## src/rtl/scs_pkg.sv

```systemverilog
// scs_pkg: shared types, operation codes and rectangle helpers for the scissor stack
// used by scissor_clip_stack, scs_checker and the testbench; no dependencies

package scs_pkg;

    localparam logic [1:0] OP_PUSH  = 2'd0;
    localparam logic [1:0] OP_POP   = 2'd1;
    localparam logic [1:0] OP_CLEAR = 2'd2;

    typedef struct packed {
        logic signed [15:0] x;
        logic signed [15:0] y;
        logic [14:0]        w;
        logic [14:0]        h;
    } rect_t;

    localparam int RECT_W = $bits(rect_t);

    // negative size counts as zero
    function automatic logic [14:0] clamp_dim(logic signed [15:0] v);
        logic [14:0] r;
        r = v[15] ? 15'd0 : v[14:0];
        return r;
    endfunction

    // one axis of the intersection: returns {edge, size}
    function automatic logic [30:0] axis_clip(logic signed [15:0] a_p, logic [14:0] a_s,
                                              logic signed [15:0] b_p, logic [14:0] b_s);
        logic signed [16:0] a_end;
        logic signed [16:0] b_end;
        logic signed [16:0] lo;
        logic signed [16:0] hi;
        logic signed [16:0] diff;
        logic signed [15:0] p;
        a_end = {a_p[15], a_p} + {2'b00, a_s};
        b_end = {b_p[15], b_p} + {2'b00, b_s};
        p     = (a_p > b_p) ? a_p : b_p;
        lo    = {p[15], p};
        hi    = (a_end < b_end) ? a_end : b_end;
        if (hi < lo)
        begin
            hi = lo;
        end
        diff = hi - lo;
        return {p, diff[14:0]};
    endfunction

    function automatic rect_t clip_intersect(rect_t a, rect_t b);
        logic [30:0] hx;
        logic [30:0] vy;
        rect_t       r;
        hx  = axis_clip(a.x, a.w, b.x, b.w);
        vy  = axis_clip(a.y, a.h, b.y, b.h);
        r.x = hx[30:15];
        r.w = hx[14:0];
        r.y = vy[30:15];
        r.h = vy[14:0];
        return r;
    endfunction

endpackage

```

## src/rtl/scs_if.sv

```systemverilog
// scs_req_if / scs_rsp_if: valid-ready channels for scissor stack requests and results
// no dependencies

interface scs_req_if;
    logic               valid;
    logic               ready;
    logic [1:0]         operation;
    logic signed [15:0] rect_x;
    logic signed [15:0] rect_y;
    logic signed [15:0] rect_w;
    logic signed [15:0] rect_h;

    modport source (output valid, operation, rect_x, rect_y, rect_w, rect_h, input ready);
    modport sink (input valid, operation, rect_x, rect_y, rect_w, rect_h, output ready);
endinterface

interface scs_rsp_if;
    logic               valid;
    logic               ready;
    logic               scissor_on;
    logic signed [15:0] clip_x;
    logic signed [15:0] clip_y;
    logic [14:0]        clip_w;
    logic [14:0]        clip_h;

    modport source (output valid, scissor_on, clip_x, clip_y, clip_w, clip_h, input ready);
    modport sink (input valid, scissor_on, clip_x, clip_y, clip_w, clip_h, output ready);
endinterface

```

## src/rtl/scs_ram.sv

```systemverilog
// scs_ram: generic single-write, single-read memory with registered read data
// no dependencies

module scs_ram #(
    parameter int WIDTH = 62,
    parameter int DEPTH = 16
) (
    input  logic                                   clk,
    input  logic                                   we,
    input  logic [(DEPTH > 1 ? $clog2(DEPTH) : 1)-1:0] waddr,
    input  logic [WIDTH-1:0]                       wdata,
    input  logic                                   re,
    input  logic [(DEPTH > 1 ? $clog2(DEPTH) : 1)-1:0] raddr,
    output logic [WIDTH-1:0]                       rdata
);

    logic [WIDTH-1:0] mem [DEPTH];
    logic [WIDTH-1:0] rdata_reg;

    always_ff @(posedge clk)
    begin
        if (we)
        begin
            mem[waddr] <= wdata;
        end
        if (re)
        begin
            rdata_reg <= mem[raddr];
        end
    end

    assign rdata = rdata_reg;

endmodule

```

## src/rtl/scissor_clip_stack.sv

```systemverilog
// scissor_clip_stack: nested scissor rectangle stack with registered result
// depends on scs_pkg, scs_if (scs_req_if, scs_rsp_if) and scs_ram

// A push is handled in the idle state: the rectangle is clipped against the top entry, which is
// held in a register, written into the stack memory and placed in the result register. A
// pop that leaves at least one entry waits in ST_POP_WAIT for the new top to come out of
// the registered stack memory read and for the result register to be free; any other pop,
// and a clear, finish in the idle state. A clear gives no result. A new request is taken
// in the idle state once the result register is empty or its result is taken in the same
// cycle. A push on a full stack is clipped and reported but not stored.
module scissor_clip_stack #(
    parameter int STACK_DEPTH = 16
) (
    input  logic      clk,
    input  logic      rst_n,
    scs_req_if.sink   req,
    scs_rsp_if.source rsp
);

    localparam int CNT_W  = $clog2(STACK_DEPTH + 1);
    localparam int ADDR_W = (STACK_DEPTH > 1) ? $clog2(STACK_DEPTH) : 1;

    typedef enum logic {
        ST_IDLE,
        ST_POP_WAIT
    } state_t;

    state_t                state_reg;
    logic [CNT_W-1:0]      depth_reg;
    scs_pkg::rect_t        tos_reg;
    logic                  out_valid_reg;
    logic                  out_on_reg;
    scs_pkg::rect_t        out_rect_reg;

    scs_pkg::rect_t        in_rect;
    scs_pkg::rect_t        push_rect;
    scs_pkg::rect_t        ram_rect;
    logic [scs_pkg::RECT_W-1:0] ram_rdata;
    logic [CNT_W-1:0]      depth_m2;
    logic                  out_free;
    logic                  out_load;
    logic                  in_fire;
    logic                  full;
    logic                  is_push;
    logic                  is_pop;
    logic                  pop_read;
    logic                  ram_we;

    assign out_free = !out_valid_reg || rsp.ready;
    assign req.ready = (state_reg == ST_IDLE) && out_free;
    assign in_fire  = req.valid && req.ready;
    assign full     = (depth_reg == CNT_W'(STACK_DEPTH));
    assign is_push  = (req.operation == scs_pkg::OP_PUSH);
    assign is_pop   = (req.operation == scs_pkg::OP_POP);
    assign depth_m2 = depth_reg - CNT_W'(2);
    assign pop_read = in_fire && is_pop && (depth_reg > CNT_W'(1));
    assign ram_we   = in_fire && is_push && !full;
    assign out_load = (state_reg == ST_IDLE) ? (in_fire && (is_push || is_pop) && !pop_read)
                                             : out_free;

    always_comb
    begin
        in_rect.x = req.rect_x;
        in_rect.y = req.rect_y;
        in_rect.w = scs_pkg::clamp_dim(req.rect_w);
        in_rect.h = scs_pkg::clamp_dim(req.rect_h);
        if (depth_reg != '0)
        begin
            push_rect = scs_pkg::clip_intersect(tos_reg, in_rect);
        end
        else
        begin
            push_rect = in_rect;
        end
    end

    scs_ram #(
        .WIDTH (scs_pkg::RECT_W),
        .DEPTH (STACK_DEPTH)
    ) u_ram (
        .clk   (clk),
        .we    (ram_we),
        .waddr (depth_reg[ADDR_W-1:0]),
        .wdata (push_rect),
        .re    (pop_read),
        .raddr (depth_m2[ADDR_W-1:0]),
        .rdata (ram_rdata)
    );

    assign ram_rect = scs_pkg::rect_t'(ram_rdata);

    always_ff @(posedge clk or negedge rst_n)
    begin
        if (!rst_n)
        begin
            state_reg     <= ST_IDLE;
            depth_reg     <= '0;
            tos_reg       <= '0;
            out_valid_reg <= 1'b0;
            out_on_reg    <= 1'b0;
            out_rect_reg  <= '0;
        end
        else
        begin
            if (out_load)
            begin
                out_valid_reg <= 1'b1;
            end
            else if (rsp.ready)
            begin
                out_valid_reg <= 1'b0;
            end
            case (state_reg)
                ST_IDLE:
                begin
                    if (in_fire)
                    begin
                        case (req.operation)
                            scs_pkg::OP_PUSH:
                            begin
                                out_on_reg    <= 1'b1;
                                out_rect_reg  <= push_rect;
                                if (!full)
                                begin
                                    depth_reg <= depth_reg + CNT_W'(1);
                                    tos_reg   <= push_rect;
                                end
                            end
                            scs_pkg::OP_POP:
                            begin
                                if (depth_reg > CNT_W'(1))
                                begin
                                    depth_reg <= depth_reg - CNT_W'(1);
                                    state_reg <= ST_POP_WAIT;
                                end
                                else
                                begin
                                    depth_reg     <= '0;
                                    out_on_reg    <= 1'b0;
                                    out_rect_reg  <= '0;
                                end
                            end
                            scs_pkg::OP_CLEAR:
                            begin
                                depth_reg <= '0;
                            end
                            default:
                            begin
                            end
                        endcase
                    end
                end
                ST_POP_WAIT:
                begin
                    if (out_free)
                    begin
                        out_on_reg    <= 1'b1;
                        out_rect_reg  <= ram_rect;
                        tos_reg       <= ram_rect;
                        state_reg     <= ST_IDLE;
                    end
                end
                default:
                begin
                    state_reg <= ST_IDLE;
                end
            endcase
        end
    end

    assign rsp.valid      = out_valid_reg;
    assign rsp.scissor_on = out_on_reg;
    assign rsp.clip_x     = out_rect_reg.x;
    assign rsp.clip_y     = out_rect_reg.y;
    assign rsp.clip_w     = out_rect_reg.w;
    assign rsp.clip_h     = out_rect_reg.h;

endmodule

```

## src/flat_wrapper.sv

```systemverilog
// flat-port wrapper written by rule: the top's interface ports become plain ports
module scissor_clip_stack_flat 
#(
    parameter int STACK_DEPTH = 16
)
  (clk, rst_n, req_valid, req_operation, req_rect_x, req_rect_y, req_rect_w, req_rect_h, req_ready, rsp_valid, rsp_scissor_on, rsp_clip_x, rsp_clip_y, rsp_clip_w, rsp_clip_h, rsp_ready);
  scs_req_if req_i ();
  scs_rsp_if rsp_i ();
  input  logic clk;
  input  logic rst_n;
  input wire logic [$bits(req_i.valid)-1:0] req_valid;
  input wire logic [$bits(req_i.operation)-1:0] req_operation;
  input wire logic [$bits(req_i.rect_x)-1:0] req_rect_x;
  input wire logic [$bits(req_i.rect_y)-1:0] req_rect_y;
  input wire logic [$bits(req_i.rect_w)-1:0] req_rect_w;
  input wire logic [$bits(req_i.rect_h)-1:0] req_rect_h;
  output wire logic [$bits(req_i.ready)-1:0] req_ready;
  output wire logic [$bits(rsp_i.valid)-1:0] rsp_valid;
  output wire logic [$bits(rsp_i.scissor_on)-1:0] rsp_scissor_on;
  output wire logic [$bits(rsp_i.clip_x)-1:0] rsp_clip_x;
  output wire logic [$bits(rsp_i.clip_y)-1:0] rsp_clip_y;
  output wire logic [$bits(rsp_i.clip_w)-1:0] rsp_clip_w;
  output wire logic [$bits(rsp_i.clip_h)-1:0] rsp_clip_h;
  input wire logic [$bits(rsp_i.ready)-1:0] rsp_ready;
  assign req_i.valid = req_valid;
  assign req_i.operation = req_operation;
  assign req_i.rect_x = req_rect_x;
  assign req_i.rect_y = req_rect_y;
  assign req_i.rect_w = req_rect_w;
  assign req_i.rect_h = req_rect_h;
  assign req_ready = req_i.ready;
  assign rsp_valid = rsp_i.valid;
  assign rsp_scissor_on = rsp_i.scissor_on;
  assign rsp_clip_x = rsp_i.clip_x;
  assign rsp_clip_y = rsp_i.clip_y;
  assign rsp_clip_w = rsp_i.clip_w;
  assign rsp_clip_h = rsp_i.clip_h;
  assign rsp_i.ready = rsp_ready;
  scissor_clip_stack #(.STACK_DEPTH(STACK_DEPTH)) u_core (.clk(clk), .rst_n(rst_n), .req(req_i), .rsp(rsp_i));
endmodule
```

## config.mk

```make
export PLATFORM = sky130hd
export DESIGN_NAME = scissor_clip_stack_flat
export DESIGN_NICKNAME = d
export VERILOG_FILES = /design/src/rtl/scs_pkg.sv /design/src/rtl/scs_if.sv /design/src/rtl/scs_ram.sv /design/src/rtl/scissor_clip_stack.sv /design/src/flat_wrapper.sv
export SDC_FILE = /design/constraint.sdc
export NUM_CORES = 2
export LEC_CHECK = 0
export BUFFER_PORTS_ARGS = -buffer_cell sky130_fd_sc_hd__buf_2
export CAP_MARGIN = 20
export CORE_MARGIN = 1
export CORE_UTILIZATION = 60
export CTS_CLUSTER_SIZE = 24
export DETAILED_ROUTE_END_ITERATION = 12
export MAX_ROUTING_LAYER = met4
export PLACE_DENSITY = 0.77
export SLEW_MARGIN = 20
export SYNTH_ARGS = -nofsm -noshare
export SYNTH_HDL_FRONTEND = slang
export SYNTH_SLANG_ARGS = --single-unit
```

## constraint.sdc

```tcl
create_clock -name clk -period 11.7 [get_ports clk]
set_input_delay 1.17 -clock clk [delete_from_list [all_inputs] [get_ports clk]]
set_output_delay 1.17 -clock clk [all_outputs]
set_load 0.01 [all_outputs]
```

==> flow_summary.json <==
{
  "status": "completed",
  "wire_per_inst_um": 31.57,
  "rsz0062_at_grt": "no",
  "gp_congestion": 1.033,
  "syn_area_mm2": 0.05260,
  "cp-start-kind": "primary input",
  "nets": 3614,
  "yosys_warnings": 0,
  "maxCapViolations": 0,
  "synth_nets": 3411,
  "hold_violations": 0,
  "synth.yosys.seq_area_share_pct": 66.46,
  "grt_pass1_vias": 31090,
  "fp.coreArea_mm2": 0.08675,
  "drtIter0Drc": 4259,
  "dp_hpwl_um": 87930,
  "cts_made_buffers": 111,
  "multi_input_area_mm2": 0.01693,
  "syn_to_final_growth_pct": 11.52,
  "worst_slew_pin_slew_ns": 1.155,
  "syn-mean-instance-area_um2": 16.75,
  "via_per_inst": 6.769,
  "slew_headroom_pct": 22.80,
  "setup_ws_ns": 1.085,
  "hold_class": "register to register",
  "synth_enable_flop_cells": 1054,
  "htreeDepth": 3,
  "clock_path_buffers": 3,
  "holdBufCountCts": 0,
  "wl_um": 145000,
  "antenna_found_initial": 4,
  "postRouteAntennaNets": 0,
  "regArea_mm2": 0.03496,
  "post-route-period-util_pct": 90.73,
  "track_usage_pct": 33.90,
  "grt_pass1_wl_um": 209100,
  "io_buffers": 134,
  "cts-resized-gates": 0,
  "drc_errors": 0,
  "cpPeakStageDelay_ns": 0.68,
  "ys_ff_latch": 1186,
  "drt-pass1-iter-count": 5,
  "dieArea_mm2": 0.08885,
  "yosysMostFrequentCell": "edfxtp_1",
  "synth_top_area_cell": "edfxtp_1",
  "start_util_pct": 60.63,
  "synth_common_cells": "1054 x edfxtp_1, 310 x mux4_2, 195 x ha_1, 195 x nand2_1, 165 x o21ai_0",
  "critPathCaptureType": "register",
  "clk_latency_ns": 0.74,
  "slew_violations": 0,
  "largest_register_ffs": 992,
  "num-fill-cells": 5528,
  "overflow": 0,
  "yosysTopAreaCellShare_pct": 60.18,
  "setup_tns_ns": 0,
  "ys.flop_type": "edfxtp_1",
  "cp.arrival_ns": 10.98,
  "async_reset_ff_share_pct": 11.13,
  "critPathRequiredTime_ns": 12.07,
  "tritoncts": "built",
  "setup_viol": 0,
  "via_count": 31090,
  "netlist_instances": 3140,
  "cts_root_buf": "clkbuf_16",
  "clkTransAtPathRegs_ns": 0.06,
  "cts_sinks": 1186,
  "dp_slack_ns": 0.5167,
  "postCtsSetupBuffers": 0,
  "crit_slowest_cell": "nor2_1",
  "critPathMaxFanout": 16,
  "synth.top_cells.by_area": "edfxtp_1 60%, mux4_2 13%, dfrtp_1 6.3%",
  "io_pins": 135,
  "row_count": 108,
  "clock-skew-final_ns": 0.05501,
  "period_needed_ns": 10.61,
  "synthDistinctLibCells": 73,
  "dieWidth_um": 298.1,
  "crit_type": "primary input to register",
  "max_clock_freq_mhz": 94.21,
  "utilization_pct": 67.61,
  "grt_max_degree": 118,
  "drive_gt1_share_pct": 21.97,
  "die_h_um": 298.1,
  "path_common_cell": "a21oi_1"
}
stage by stage:
step / instance area [um^2] / hold slack (ns) / std cells
finish: 58660 / 0.4783 / 4593
detailed placement: 55060 / 0.4645 / 4383
CTS: 58570 / 0.4773 / 4590
global route: 58660 / 0.4837 / 4593
global placement: 55050 / 0.4567 / 4382
floorplan: 52600 / 0.4563 / 3140
worst paths after layout:
path | end | from | cells past startpoint | slack (ns)
worst max register to register | u_core.u_ram.mem[10][14] | u_core.tos_reg[31] | 42 | 1.32
min in group asynchronous | u_core.depth_reg[0] | rst_n | 1 | 0.50
worst max-delay path | u_core.u_ram.mem[10][14] | req_rect_h[15] | 42 | 1.09
worst min register to register | u_core.rsp.clip_y[13] | u_core.rsp.clip_y[13] | 2 | 0.48
worst min-delay path | u_core.rsp.clip_y[13] | u_core.rsp.clip_y[13] | 2 | 0.48
max in group asynchronous | u_core.rsp.clip_w[4] | rst_n | 2 | 9.84
cell usage in the layout (no fill, tap or decap), types with 83 or more instances in the layout:
cell / synthesis / routed
buf_4: 2 / 83
ha_1: 195 / 194
edfxtp_1: 1054 / 1054
mux4_2: 310 / 310
buf_2: 5 / 133
nor2_1: 143 / 126
dfrtp_1: 132 / 130
o21ai_0: 165 / 163
a21oi_1: 154 / 140
nand2_1: 195 / 194
mux2i_1: 101 / 101
clkbuf_16: 0 / 112
inv_1: 118 / 118
cells by family (layout without fill, tap and decap cells):
kind of cell    after synthesis  count (layout)  share of synthesized area (%)
flops                      1186            1186                          66.46
simple gates                499             499                          4.306
compound gates              494             494                          5.607
mux                         431             431                          15.62
buf+inv                     250             547                          1.825
fa+ha+maj                   201             201                          4.867
xor+xnor                     79              79                          1.316
other cells                   0               1                              0
critical path, delay by kind of cell:
kind,cells,cell delay (ns)
XOR/XNOR,1,0.25
adder cells (fa/ha/maj),5,1.55
buffers and inverters,2,0.48
AND/OR/NAND/NOR,9,2.19
AO/OA/AOI/OAI,24,5.01
multiplexers,1,0.30
cell type report:
cell class | instances | area share [%]
Clock inverter | 63 | 0.9685
Multi-Input combinational cell | 1704 | 28.86
Antenna cell | 1 | 0.004266
Clock buffer | 144 | 5.017
Sequential cell | 1186 | 59.60
Timing Repair Buffer | 220 | 2.317
Tap cell | 1155 | 2.464
Inverter | 120 | 0.7701
per-layer routing:
layer | share of wire (%) | GRT usage [%] | vias up
li1 | - | - | 12770
met1 | 39 | 48.56 | 15900
met2 | 47 | 50.64 | 2093
met3 | 11 | 5.105 | 332
met4 | 3.4 | 11.34 | 0
met5 | 0 | - | -
Power is left out: the tool's default activity adds up to more than one toggle a clock period on the data nets, which glitch-free logic cannot reach.
